**config.mk**
```make
export PLATFORM = sky130hd
export DESIGN_NAME = julian_day_to_calendar_unit
export DESIGN_NICKNAME = d
export VERILOG_FILES = /design/src/hw/rtl/jdc_pkg.sv /design/src/hw/rtl/julian_day_to_calendar_unit.sv /design/src/hw/rtl/jdc_ctrl.sv /design/src/hw/rtl/jdc_date.sv /design/src/hw/rtl/jdc_time.sv
export SDC_FILE = /design/constraint.sdc
export NUM_CORES = 2
export LEC_CHECK = 0
export BUFFER_PORTS_ARGS = -buffer_cell sky130_fd_sc_hd__buf_2
export CAP_MARGIN = 20
export CELL_PAD_IN_SITES_DETAIL_PLACEMENT = 2
export CELL_PAD_IN_SITES_GLOBAL_PLACEMENT = 2
export CORE_MARGIN = 4
export CORE_UTILIZATION = 42
export DETAILED_ROUTE_END_ITERATION = 10
export PLACE_DENSITY = 0.88
export SETUP_SLACK_MARGIN = 0.15
export SLEW_MARGIN = 20
export SYNTH_ARGS = -nofsm -noshare
export SYNTH_HDL_FRONTEND = slang
export SYNTH_SLANG_ARGS = --single-unit
```
**constraint.sdc**
```tcl
create_clock -name clk -period 6.44 [get_ports clk]
set_input_delay 1.288 -clock clk [delete_from_list [all_inputs] [get_ports clk]]
set_output_delay 1.288 -clock clk [all_outputs]
set_load 0.02 [all_outputs]
```
**src/hw/rtl/jdc_pkg.sv**
```systemverilog
// Shared constants, types and tables of the Julian day to calendar converter.
package jdc_pkg;

    localparam int DAY_BITS      = 24;
    localparam int FRACTION_BITS = 32;
    localparam int SEC_FRAC_BITS = 16;

    // Register stages from input to output register.
    localparam int NUM_STAGES = 10;

    localparam int WEEKDAY_W = 3;
    localparam int YEAR_W    = 17;
    localparam int MONTH_W   = 4;
    localparam int DOM_W     = 5;
    localparam int HOUR_W    = 5;
    localparam int MINUTE_W  = 6;
    localparam int SECOND_W  = 6;

    // Width of c - e, the day count from the March-based year start.
    localparam int DAY_IN_YEAR_W = 9;

    typedef struct packed {
        logic [NUM_STAGES-1:0] load;
    } jdc_ctrl_t;

    // Days before month index f in the March-based year, floor(30.6001 * f).
    function automatic logic [DAY_IN_YEAR_W-1:0] days_before_month(input logic [3:0] f);
        logic [DAY_IN_YEAR_W-1:0] days;
        case (f)
            4'd0:    days = 9'd0;
            4'd1:    days = 9'd30;
            4'd2:    days = 9'd61;
            4'd3:    days = 9'd91;
            4'd4:    days = 9'd122;
            4'd5:    days = 9'd153;
            4'd6:    days = 9'd183;
            4'd7:    days = 9'd214;
            4'd8:    days = 9'd244;
            4'd9:    days = 9'd275;
            4'd10:   days = 9'd306;
            4'd11:   days = 9'd336;
            4'd12:   days = 9'd367;
            4'd13:   days = 9'd397;
            4'd14:   days = 9'd428;
            4'd15:   days = 9'd459;
            default: days = 9'd0;
        endcase
        return days;
    endfunction

endpackage

```
**src/hw/rtl/julian_day_to_calendar_unit.sv**
```systemverilog
// Top level of the Julian day number to calendar date and time converter.
//
//   Channel | Handshake           | Payload
//   --------+---------------------+--------------------------------------------
//   input   | in_valid, in_ready  | day_number, day_fraction
//   output  | out_valid, out_ready| weekday, year, month, day_of_month, hour,
//           |                     | minute, second_whole, second_fraction
//
// The pipeline has ten register stages and accepts one transaction per cycle
// while the output is not stalled; the three reciprocal multiplies of the date
// path set the stage count.
// Reset clears only the stage valid bits; the datapath registers are not reset.
// When out_ready is low each full stage holds, and empty stages ahead of it
// keep filling, so in_ready stays high until every stage is occupied.
module julian_day_to_calendar_unit (
    input  logic                                 clk,
    input  logic                                 rst_n,
    input  logic                                 in_valid,
    output logic                                 in_ready,
    input  logic [jdc_pkg::DAY_BITS-1:0]         day_number,
    input  logic [jdc_pkg::FRACTION_BITS-1:0]    day_fraction,
    output logic                                 out_valid,
    input  logic                                 out_ready,
    output logic [jdc_pkg::WEEKDAY_W-1:0]        weekday,
    output logic signed [jdc_pkg::YEAR_W-1:0]    year,
    output logic [jdc_pkg::MONTH_W-1:0]          month,
    output logic [jdc_pkg::DOM_W-1:0]            day_of_month,
    output logic [jdc_pkg::HOUR_W-1:0]           hour,
    output logic [jdc_pkg::MINUTE_W-1:0]         minute,
    output logic [jdc_pkg::SECOND_W-1:0]         second_whole,
    output logic [jdc_pkg::SEC_FRAC_BITS-1:0]    second_fraction
);
    import jdc_pkg::*;

    jdc_ctrl_t ctrl;

    jdc_ctrl u_ctrl (
        .clk       (clk),
        .rst_n     (rst_n),
        .in_valid  (in_valid),
        .in_ready  (in_ready),
        .out_valid (out_valid),
        .out_ready (out_ready),
        .ctrl      (ctrl)
    );

    jdc_date u_date (
        .clk          (clk),
        .ctrl         (ctrl),
        .day_number   (day_number),
        .weekday      (weekday),
        .year         (year),
        .month        (month),
        .day_of_month (day_of_month)
    );

    jdc_time u_time (
        .clk             (clk),
        .ctrl            (ctrl),
        .day_fraction    (day_fraction),
        .hour            (hour),
        .minute          (minute),
        .second_whole    (second_whole),
        .second_fraction (second_fraction)
    );

endmodule

```
**src/hw/rtl/jdc_ctrl.sv**
```systemverilog
// Valid tracking and per-stage load enables for the conversion pipeline.
module jdc_ctrl (
    input  logic              clk,
    input  logic              rst_n,
    input  logic              in_valid,
    output logic              in_ready,
    output logic              out_valid,
    input  logic              out_ready,
    output jdc_pkg::jdc_ctrl_t ctrl
);
    import jdc_pkg::*;

    logic [NUM_STAGES-1:0] valid_reg;
    logic [NUM_STAGES-1:0] valid_next;
    logic [NUM_STAGES-1:0] stage_ready;
    logic [NUM_STAGES-1:0] upstream_valid;

    // A stage takes new data when it is empty or its own contents move on.
    always_comb
    begin
        stage_ready[NUM_STAGES-1] = !valid_reg[NUM_STAGES-1] || out_ready;
        for (int i = NUM_STAGES - 2; i >= 0; i--)
        begin
            stage_ready[i] = !valid_reg[i] || stage_ready[i+1];
        end
        upstream_valid = {valid_reg[NUM_STAGES-2:0], in_valid};
        for (int i = 0; i < NUM_STAGES; i++)
        begin
            valid_next[i]  = stage_ready[i] ? upstream_valid[i] : valid_reg[i];
            ctrl.load[i]   = stage_ready[i] && upstream_valid[i];
        end
    end

    always_ff @(posedge clk or negedge rst_n)
    begin
        if (!rst_n)
        begin
            valid_reg <= '0;
        end
        else
        begin
            valid_reg <= valid_next;
        end
    end

    assign in_ready  = stage_ready[0];
    assign out_valid = valid_reg[NUM_STAGES-1];

endmodule

```
**src/hw/rtl/jdc_date.sv**
```systemverilog
// Date datapath: weekday, year, month and day of month from the day number.
module jdc_date (
    input  logic                                  clk,
    input  jdc_pkg::jdc_ctrl_t                    ctrl,
    input  logic [jdc_pkg::DAY_BITS-1:0]          day_number,
    output logic [jdc_pkg::WEEKDAY_W-1:0]         weekday,
    output logic signed [jdc_pkg::YEAR_W-1:0]     year,
    output logic [jdc_pkg::MONTH_W-1:0]           month,
    output logic [jdc_pkg::DOM_W-1:0]             day_of_month
);
    import jdc_pkg::*;

    localparam int GREG_START = 2299161;

    // b = floor((4a - 7468865) / 146097), exact reciprocal multiply.
    localparam int N1_W = DAY_BITS + 2;
    localparam int K1   = N1_W + 18;
    localparam int M1_W = N1_W + 1;
    localparam int P1_W = N1_W + M1_W;
    localparam int B_W  = N1_W - 17;
    localparam logic [63:0] M1_FULL = ((64'd1 << K1) + 64'd146097 - 64'd1) / 64'd146097;
    localparam logic [M1_W-1:0] M1  = M1_FULL[M1_W-1:0];

    localparam int C_W = DAY_BITS + 1;

    // d = floor((20c - 2442) / 7305).
    localparam int N2_W = C_W + 5;
    localparam int K2   = N2_W + 13;
    localparam int M2_W = N2_W + 1;
    localparam int P2_W = N2_W + M2_W;
    localparam int D_W  = N2_W - 12;
    localparam logic [63:0] M2_FULL = ((64'd1 << K2) + 64'd7305 - 64'd1) / 64'd7305;
    localparam logic [M2_W-1:0] M2  = M2_FULL[M2_W-1:0];

    // f = floor(10000 g / 306001) with g below 512.
    localparam int N3_W = 23;
    localparam int K3   = N3_W + 19;
    localparam int M3_W = N3_W + 1;
    localparam int P3_W = N3_W + M3_W;
    localparam logic [63:0] M3_FULL = ((64'd1 << K3) + 64'd306001 - 64'd1) / 64'd306001;
    localparam logic [M3_W-1:0] M3  = M3_FULL[M3_W-1:0];

    // The day of the year only needs the low bits of c and of 1461 d / 4.
    localparam int G_W  = DAY_IN_YEAR_W;
    localparam int PE_W = G_W + 2;

    // Weekday as a sum of octal digits, since 8 is 1 mod 7.
    localparam int WK_IN_W  = DAY_BITS + 1;
    localparam int WK_CH    = (WK_IN_W + 2) / 3;
    localparam int WK_PAD_W = 3 * WK_CH;
    localparam int WK_SUM_W = $clog2(7 * WK_CH + 1);

    localparam int LAST = NUM_STAGES - 1;

    // Stage 0
    logic [DAY_BITS-1:0] a0_reg;
    logic                greg0_reg;
    logic                greg0_next;
    logic [N1_W-1:0]     n1_0_reg;
    logic [N1_W-1:0]     n1_0_next;
    logic [WK_SUM_W-1:0] wsum0_reg;
    logic [WK_SUM_W-1:0] wsum0_next;
    logic [WK_IN_W-1:0]  wk_plus_one;
    logic [WK_PAD_W-1:0] wk_pad;

    // Stage 1
    logic [DAY_BITS-1:0] a1_reg;
    logic                greg1_reg;
    logic [B_W-1:0]      b1_reg;
    logic [B_W-1:0]      b1_next;
    logic [P1_W-1:0]     prod1;
    logic [4:0]          fold_u;
    logic [3:0]          fold_v;
    logic [3:0]          fold_w;
    logic [WEEKDAY_W-1:0] wk1_next;

    // Weekday carried from stage 1 to the output.
    logic [WEEKDAY_W-1:0] wk_reg [1:LAST];

    // Stages 2 to 4
    logic [C_W-1:0]  c2_reg;
    logic [C_W-1:0]  c2_next;
    logic [N2_W-1:0] n2_3_reg;
    logic [N2_W-1:0] n2_3_next;
    logic [G_W-1:0]  c_low_reg [3:5];
    logic [D_W-1:0]  d4_reg;
    logic [D_W-1:0]  d4_next;
    logic [P2_W-1:0] prod2;

    // Stages 5 to 8
    logic [PE_W-1:0]   pe5_reg;
    logic [PE_W-1:0]   pe5_next;
    logic [YEAR_W-1:0] dy_reg [5:LAST-1];
    logic [G_W-1:0]    g_reg [6:LAST-1];
    logic [G_W-1:0]    g6_next;
    logic [N3_W-1:0]   n3_7_reg;
    logic [N3_W-1:0]   n3_7_next;
    logic [3:0]        f8_reg;
    logic [3:0]        f8_next;
    logic [P3_W-1:0]   prod3;

    // Output stage
    logic [MONTH_W-1:0] month_reg;
    logic [MONTH_W-1:0] month_next;
    logic [DOM_W-1:0]   dom_reg;
    logic [DOM_W-1:0]   dom_next;
    logic [YEAR_W-1:0]  year_reg;
    logic [YEAR_W-1:0]  year_next;
    logic               after_feb;

    always_comb
    begin
        greg0_next  = day_number >= DAY_BITS'(GREG_START);
        n1_0_next   = {day_number, 2'b00} - N1_W'(7468865);
        wk_plus_one = WK_IN_W'(day_number) + WK_IN_W'(1);
        wk_pad      = WK_PAD_W'(wk_plus_one);
        wsum0_next  = '0;
        for (int i = 0; i < WK_CH; i++)
        begin
            wsum0_next = wsum0_next + WK_SUM_W'(wk_pad[3*i +: 3]);
        end
    end

    always_comb
    begin
        prod1    = P1_W'(n1_0_reg) * P1_W'(M1);
        b1_next  = prod1[K1 +: B_W];
        fold_u   = 5'(wsum0_reg[2:0]) + 5'(wsum0_reg[WK_SUM_W-1:3]);
        fold_v   = 4'(fold_u[2:0]) + 4'(fold_u[4:3]);
        fold_w   = 4'(fold_v[2:0]) + 4'(fold_v[3]);
        wk1_next = (fold_w >= 4'd7) ? 3'(fold_w - 4'd7) : fold_w[2:0];
    end

    always_comb
    begin
        if (greg1_reg)
        begin
            c2_next = C_W'(a1_reg) + C_W'(b1_reg) - C_W'(b1_reg >> 2) + C_W'(1525);
        end
        else
        begin
            c2_next = C_W'(a1_reg) + C_W'(1524);
        end
        n2_3_next = N2_W'({c2_reg, 4'b0000}) + N2_W'({c2_reg, 2'b00}) - N2_W'(2442);
        prod2     = P2_W'(n2_3_reg) * P2_W'(M2);
        d4_next   = prod2[K2 +: D_W];
        pe5_next  = PE_W'(d4_reg[PE_W-1:0] * PE_W'(1461));
        g6_next   = c_low_reg[5] - pe5_reg[PE_W-1:2];
        n3_7_next = N3_W'(g_reg[6]) * N3_W'(10000);
        prod3     = P3_W'(n3_7_reg) * P3_W'(M3);
        f8_next   = prod3[K3 +: 4];
    end

    always_comb
    begin
        month_next = (f8_reg < 4'd14) ? (f8_reg - 4'd1) : (f8_reg - 4'd13);
        dom_next   = DOM_W'(g_reg[LAST-1] - days_before_month(f8_reg));
        after_feb  = month_next > 4'd2;
        year_next  = dy_reg[LAST-1] - YEAR_W'(4715) - YEAR_W'(after_feb);
    end

    always_ff @(posedge clk)
    begin
        if (ctrl.load[0])
        begin
            a0_reg    <= day_number;
            greg0_reg <= greg0_next;
            n1_0_reg  <= n1_0_next;
            wsum0_reg <= wsum0_next;
        end
        if (ctrl.load[1])
        begin
            a1_reg    <= a0_reg;
            greg1_reg <= greg0_reg;
            b1_reg    <= b1_next;
            wk_reg[1] <= wk1_next;
        end
        for (int i = 2; i <= LAST; i++)
        begin
            if (ctrl.load[i])
            begin
                wk_reg[i] <= wk_reg[i-1];
            end
        end
        if (ctrl.load[2])
        begin
            c2_reg <= c2_next;
        end
        if (ctrl.load[3])
        begin
            n2_3_reg     <= n2_3_next;
            c_low_reg[3] <= c2_reg[G_W-1:0];
        end
        if (ctrl.load[4])
        begin
            d4_reg       <= d4_next;
            c_low_reg[4] <= c_low_reg[3];
        end
        if (ctrl.load[5])
        begin
            pe5_reg      <= pe5_next;
            dy_reg[5]    <= YEAR_W'(d4_reg);
            c_low_reg[5] <= c_low_reg[4];
        end
        if (ctrl.load[6])
        begin
            g_reg[6]  <= g6_next;
            dy_reg[6] <= dy_reg[5];
        end
        if (ctrl.load[7])
        begin
            n3_7_reg  <= n3_7_next;
            g_reg[7]  <= g_reg[6];
            dy_reg[7] <= dy_reg[6];
        end
        if (ctrl.load[8])
        begin
            f8_reg    <= f8_next;
            g_reg[8]  <= g_reg[7];
            dy_reg[8] <= dy_reg[7];
        end
        if (ctrl.load[LAST])
        begin
            month_reg <= month_next;
            dom_reg   <= dom_next;
            year_reg  <= year_next;
        end
    end

    assign weekday      = wk_reg[LAST];
    assign year         = year_reg;
    assign month        = month_reg;
    assign day_of_month = dom_reg;

endmodule

```
**src/hw/rtl/jdc_time.sv**
```systemverilog
// Time-of-day datapath: hour, minute, seconds and second fraction.
module jdc_time (
    input  logic                                 clk,
    input  jdc_pkg::jdc_ctrl_t                   ctrl,
    input  logic [jdc_pkg::FRACTION_BITS-1:0]    day_fraction,
    output logic [jdc_pkg::HOUR_W-1:0]           hour,
    output logic [jdc_pkg::MINUTE_W-1:0]         minute,
    output logic [jdc_pkg::SECOND_W-1:0]         second_whole,
    output logic [jdc_pkg::SEC_FRAC_BITS-1:0]    second_fraction
);
    import jdc_pkg::*;

    localparam int F       = FRACTION_BITS;
    localparam int HOLD    = NUM_STAGES - 3;
    localparam int ST_HOUR = NUM_STAGES - 3;
    localparam int ST_MIN  = NUM_STAGES - 2;
    localparam int ST_SEC  = NUM_STAGES - 1;

    logic [F-1:0] frac_reg [0:HOLD-1];

    logic [F+4:0]        t_hour;
    logic [F+5:0]        t_min;
    logic [F+5:0]        t_sec;

    logic [HOUR_W-1:0]   hour_reg [ST_HOUR:ST_SEC];
    logic [F-1:0]        rem_hour_reg;
    logic [MINUTE_W-1:0] min_reg [ST_MIN:ST_SEC];
    logic [F-1:0]        rem_min_reg;
    logic [SECOND_W-1:0] sec_reg;
    logic [SEC_FRAC_BITS-1:0] sfrac_reg;

    // Each step scales the leftover fraction and peels off the integer part.
    always_comb
    begin
        t_hour = (F+5)'(frac_reg[HOLD-1]) * (F+5)'(24);
        t_min  = (F+6)'(rem_hour_reg) * (F+6)'(60);
        t_sec  = (F+6)'(rem_min_reg) * (F+6)'(60);
    end

    always_ff @(posedge clk)
    begin
        if (ctrl.load[0])
        begin
            frac_reg[0] <= day_fraction;
        end
        for (int i = 1; i < HOLD; i++)
        begin
            if (ctrl.load[i])
            begin
                frac_reg[i] <= frac_reg[i-1];
            end
        end
        if (ctrl.load[ST_HOUR])
        begin
            hour_reg[ST_HOUR] <= t_hour[F +: HOUR_W];
            rem_hour_reg      <= t_hour[F-1:0];
        end
        if (ctrl.load[ST_MIN])
        begin
            hour_reg[ST_MIN] <= hour_reg[ST_HOUR];
            min_reg[ST_MIN]  <= t_min[F +: MINUTE_W];
            rem_min_reg      <= t_min[F-1:0];
        end
        if (ctrl.load[ST_SEC])
        begin
            hour_reg[ST_SEC] <= hour_reg[ST_MIN];
            min_reg[ST_SEC]  <= min_reg[ST_MIN];
            sec_reg          <= t_sec[F +: SECOND_W];
            sfrac_reg        <= t_sec[F-1 -: SEC_FRAC_BITS];
        end
    end

    assign hour            = hour_reg[ST_SEC];
    assign minute          = min_reg[ST_SEC];
    assign second_whole    = sec_reg;
    assign second_fraction = sfrac_reg;

endmodule
```
# Yosys cells after proc, flatten, opt, wreduce, memory -nomap -nowiden
# Memory sizes are Yosys's and may differ from the RTL's. A register that Yosys moved wholly into a read port is not among the register bits.
# Index checks and enable logic that the tools add are counted.
dict set report word_totals {
  elab_cells 130
  out_inout_bits 64
  mem_bits_rw 400
  ff_bits 314
  rom_bits 144
  mem_count 8
}
# memory depth width rd rd_ports_with_merged_regs write_ports line_no
set mem_list {}
lappend mem_list {u_time.frac_reg 7 32 7 0 7 jdc_time.sv:19} ;# logic [F-1:0] frac_reg [0:HOLD-1];
lappend mem_list {{(no name shown)} 16 9 1 1 0 jdc_pkg.sv:29} ;# case (f)
lappend mem_list {u_date.dy_reg 4 17 4 0 4 jdc_date.sv:93} ;# logic [YEAR_W-1:0] dy_reg [5:LAST-1];
lappend mem_list {u_date.c_low_reg 3 9 3 0 3 jdc_date.sv:85} ;# logic [G_W-1:0] c_low_reg [3:5];
lappend mem_list {u_date.g_reg 3 9 3 0 3 jdc_date.sv:94} ;# logic [G_W-1:0] g_reg [6:LAST-1];
lappend mem_list {u_date.wk_reg 9 3 9 0 9 jdc_date.sv:78} ;# logic [WEEKDAY_W-1:0] wk_reg [1:LAST];
lappend mem_list {{+2 memories} -- -- -- -- -- --}
dict set report classes {
  n_addsub 26
  order_cmp 4
  reduce_logical 30
  n_mux 24
  mul 8
}
# operator n
set op_table {}
lappend op_table {{$mul 30x31->60 const B} 1}
lappend op_table {{$mul 26x24->50 const B} 1}
lappend op_table {{$mul 19x24->42 const B} 1}
lappend op_table {{$add 6x3->6} 6}
lappend op_table {{$mul 30x4->34 const B} 1}
lappend op_table {{$mul 32x2->34 const B} 1}
lappend op_table {{$mul 29x4->33 const B} 1}
lappend op_table {{$add 29x27->30} 1}
lappend op_table {{$sub 30x12->30 const B} 1}
lappend op_table {{$sub 26x23->26 const B} 1}
lappend op_table {{$add 24x1->25 const B} 1}
lappend op_table {{$add 24x11->25 const B} 1}
lappend op_table {{$add 24x9->25} 1}
lappend op_table {{$add 25x11->25 const B} 1}
lappend op_table {{$mux 25} 1}
lappend op_table {{$sub 25x7->25} 1}
lappend op_table {{$ge 24x22->1 const B} 1}
lappend op_table {{$mux 1} 20}
lappend op_table {{$mul 9x10->19 const B} 1}
lappend op_table {{$sub 17x1->17} 1}
lappend op_table {{$sub 17x13->17 const B} 1}
lappend op_table {{$mul 11x11->11 const B} 1}
lappend op_table {{$logic_and 1x1->1} 10}
lappend op_table {{$logic_not 1->1} 10}
lappend op_table {{15 further kinds} 26}

# Logic depth before layout (Yosys ltp)
dict set report depth {
  depth_word 14
  mapped_depth 27
  mapped_depth_nobuf 27
}

# By module
# Synthesis repeated with hierarchy kept, for this count alone.
dict set report hier_totals {
  hier_cells 5947
  hier_area_um2 69467.9
}
# module area_per_inst_um2 seq_area_each_um2 cells_each n_inst
set by_module_without_submodules {}
lappend by_module_without_submodules {jdc_date 52112.5 10730.3 4722 1}
lappend by_module_without_submodules {jdc_time 16809.9 9879.5 1177 1}
lappend by_module_without_submodules {jdc_ctrl 545.5 250.2 48 1}

# Worst setup path before layout
# OpenSTA, ideal clock, no wires.
dict set report synth_timing {
  kind {reg2reg}
  from {register u_date.n2_3_reg[15]}
  to {register u_date.d4_reg[16], data pin}
  slack_ns -0.596
  path_buffers 0
  period_less_slack_ns 7.036
  t_arrival_ns 6.776
  setup_time_ns 0.260
  required_time_ns 6.180
  stages_incl_launch_ff 24
  cell_sequence {edfxtp_1 fa_1 fa_1 inv_1 fa_1 fa_1 inv_1 fa_1 fa_1 fa_1 inv_1 fa_1 inv_1 ha_1 nand4_1 nor3_1 a21oi_1 a31oi_1 nor3_1 nor3_1 a211oi_1 o31ai_1 a21oi_1 xnor2_1}
}
dict set report synth_between {
  elab_chain_cells 1
}
# element line_no
set synth_lines {}
lappend synth_lines {{start: declaration} jdc_date.sv:83} ;# logic [N2_W-1:0] n2_3_reg;
lappend synth_lines {{start signal: assignment} jdc_date.sv:191} ;# n2_3_reg <= n2_3_next;
lappend synth_lines {{$mul 30x31->60} jdc_date.sv:145} ;# prod2 = P2_W'(n2_3_reg) * P2_W'(M2);
lappend synth_lines {{via u_date.prod2[59]} jdc_date.sv:88} ;# logic [P2_W-1:0] prod2;
lappend synth_lines {{end signal: assignment} jdc_date.sv:196} ;# d4_reg <= d4_next;
lappend synth_lines {{end: declaration} jdc_date.sv:86} ;# logic [D_W-1:0] d4_reg;
# The timed path passes the listed nets, and every way through them passes these cells.
# A chain may end at the register's enable or synchronous reset.

# Worst setup path in the final report
dict set report layout_timing {
  from {register u_date.n2_3_reg[8]}
  to {register u_date.d4_reg[13], data pin}
}
# The elaborated chain is that of the path after synthesis.

==> key figures <==
Floorplan
  – Die width: 410 µm
  – Die height: 410 µm
  – Die area: 168000 µm²
  – I/O pin total: 124
  – Starting density of the core: 0.422
  – Core Region: 160000 µm²
  – Number of core rows: 147

Drt
  – Total Wirelength: 376000 µm
  – Vias per cell: 6.36
  – Initial DRC Count: 6467
  – Drt drc: 0
  – Drt pass-1 iters: 7
  – Vias: 54800
  – DR WL/cell: 43.6 µm
  – Antenna viol nets, final: 0

STA
  – Worst rel slew slack: -0.00148
  – Hold slack: 0.371 ns
  – Worst-Margin Slew: 1.50 ns
  – Max-slew violation count: 1
  – RSZ-0062 raised after global routing: yes
  – Tmin final: 8.94 ns
  – Worst-case clock skew: 0.0750 ns
  – Final Hold Viols: 0
  – Final setup vio count: 38
  – Fmax: 112 MHz
  – Final period util: 1.39
  – Final worst slack: -2.50 ns

Placement
  – Dpl hpwl: 215000 µm
  – Gp weighted congestion: 0.957
  – PortBufs: 123

Yosys
  – Top FF cell, synth: edfxtp_1
  – Seq/Total Area, Yosys: 0.308
  – Post-Syn Nets: 7669
  – Syn avg cell area: 12.1 µm²
  – Synth top area cells: edfxtp_1, fa_1, ha_1
  – Post-synth EDFFs: 683
  – Yosys warning count: 0
  – Multiplexer area fraction after synthesis: 0.00218
  – Synth Area in XOR/XNOR: 0.0357
  – Mapped Area: 67700 µm²
  – Adder-cell share of the synthesized area: 0.479
  – Post-synth top area share: 0.303
  – Post-Synth Simple-Gate Area: 0.0409
  – Largest area contributor in the netlist: edfxtp_1
  – Post-Synthesis Cells: 5582
  – Synth Area in Compound Gates: 0.0534
  – Largest family of logic cells by synthesized area: adder cells
  – Netlist cell types: 80
  – Yosys reg bits: 698
  – Async SR Flop Fraction: 0.0143

Final layout
  – Layout cells sized above 1: 0.203
  – Most frequent cells in the layout: inv_1, ha_1, fa_1
  – Area grow syn2layout: 19.3%
  – Area of the multi-input gates: 43600 µm²
  – Fillers: 15600
  – Commonest non-fill, non-tap cell in the layout: inv_1
  – Reg area: 20900 µm²
  – Largest register FFs: 224
  – Final #Nets: 8455

Worst hold path
  – Hold Path Class: reg2reg
  – Min-delay src: u_date.c_low_reg[3][0]
  – Hold Path End: u_date.c_low_reg[4][0]
  – Number of cells on the worst hold path: 0

Critical path
  – Crit Path Class: reg2reg
  – R2R Path End: u_date.d4_reg[13]
  – Most frequent cell on the critical path: fa_2
  – Critical Path RT: 6.93 ns
  – Largest delay share family, worst path: adder cells
  – WP data arrival: 9.43 ns
  – Worst R2R Setup Slack: -2.50 ns
  – CP Capture Type: flip-flop
  – Slowest cell on the critical path: fa_2
  – Crit path buf inv count: 9
  – Startpoint types: flip-flop
  – Worst-path maximum fanout: 4
  – Slowest cell delay on critical path: 0.72 ns
  – Worst R2R Path Depth: 28
  – Reg2reg start: u_date.n2_3_reg[8]

GRT
  – Final global-route overflow total: 0
  – First-pass GRT wire length: 450000 µm
  – Initial antenna violation count: 39
  – GR Util All Layers: 0.375
  – Vias in the first global route: 59900
  – Largest net degree at the start of global routing: 73

Clocking
  – H-tree depth: 3
  – Clock Path Buffers: 3
  – CTS Buf Count: 81
  – TritonCTS Sinks: 698
  – CTS root buf: clkbuf_16
  – # hold bufs at CTS: 0
  – CTS tree: yes
  – Clock latency at the later pin of the worst-skew pair: 0.76 ns
  – Worst-path clk slew: 0.08 ns

Flow run
  – Max-Cap Viols: 1

Outcome
  – Failing checks: capacitance limit, slew limit, setup timing
  – Outcome: finished with violations
[routing by layer]
metal	track usage	wire [µm]
met3	0.0943	37900
met1	0.383	117000
met2	0.650	173000
met4	0.304	47600
met5	0	513
[area by class of cell]
class	instances	share of cell area
antenna	28	0.000867
clock buffer	104	0.0267
clock inverter	41	0.00602
inverter	1424	0.0666
multi-input combinational	3432	0.540
sequential	698	0.258
tap	2160	0.0335
timing repair buffer	731	0.0682
[cell families (layout without fill, tap and decap cells)]
kind of cell / Yosys count / in the layout
adder cells (fa/ha/maj): 2027 / 2027
multiplexers: 14 / 14
AO/OA/AOI/OAI: 551 / 551
other: 0 / 28
buffers and inverters: 1452 / 2300
AND/OR/NAND/NOR: 564 / 564
XOR/XNOR: 276 / 276
flip-flops: 698 / 698
[cells in the mapped netlist, types with 9 or more instances]
library cell  count
o21bai_1         16
clkbuf_1         16
a211oi_1         17
nor2b_1          34
o21a_1           35
o21ai_0          91
or2_2            11
or3_1            15
fa_1            941
xnor2_1         188
edfxtp_1        683
ha_1           1086
inv_1          1423
nand3_1          49
buf_4             9
nand2b_1         33
xor2_1           88
a21oi_1         173
nand4_1          28
and3_1           27
and2_1           17
o31ai_1           9
a31oi_1          17
nor3_1           53
a21o_1           95
nor2_1          165
dfrtp_1          10
nand2_1         104
o211ai_1         14
[worst max-delay path by stage]
stage / from / to / slack, ns / cells past startpoint
after floorplan: u_date.n2_3_reg[19] / u_date.d4_reg[16] / -0.27 / 23
after global placement: u_date.n2_3_reg[12] / u_date.d4_reg[1] / -0.95 / 23
after detailed placement: u_date.n2_3_reg[27] / u_date.d4_reg[11] / -1.50 / 22
after CTS: u_date.n2_3_reg[29] / u_date.d4_reg[11] / -1.03 / 24
after global routing: u_date.n2_3_reg[8] / u_date.d4_reg[13] / -2.36 / 28
final: u_date.n2_3_reg[8] / u_date.d4_reg[13] / -2.50 / 28
[metrics by stage]
stage | TNS, ns | worst slack, ns | cells | cell area (µm²) | util
2_1_floorplan | -1.16 | -0.267 | 5582 | 67800 | -
3_3_place_gp | -14.82 | -0.951 | 8328 | 74800 | 0.466
3_5_place_dp | -30.83 | -1.50 | 8328 | 74800 | 0.466
4_1_cts | -20.39 | -1.03 | 8530 | 78900 | 0.492
5_1_grt | -52.27 | -2.36 | 8591 | 80700 | 0.503
6_report | -55.31 | -2.50 | 8618 | 80800 | 0.504
[timing repair]
action | in CTS | in global routing
buffers inserted | 57 | 57
pin swaps | 149 | 202
setup endpoints to repair | 35 | 35
resized for setup | 231 | 305
Power is left out: the tool's default activity adds up to more than one toggle a clock period on the data nets, which glitch-free logic cannot reach.
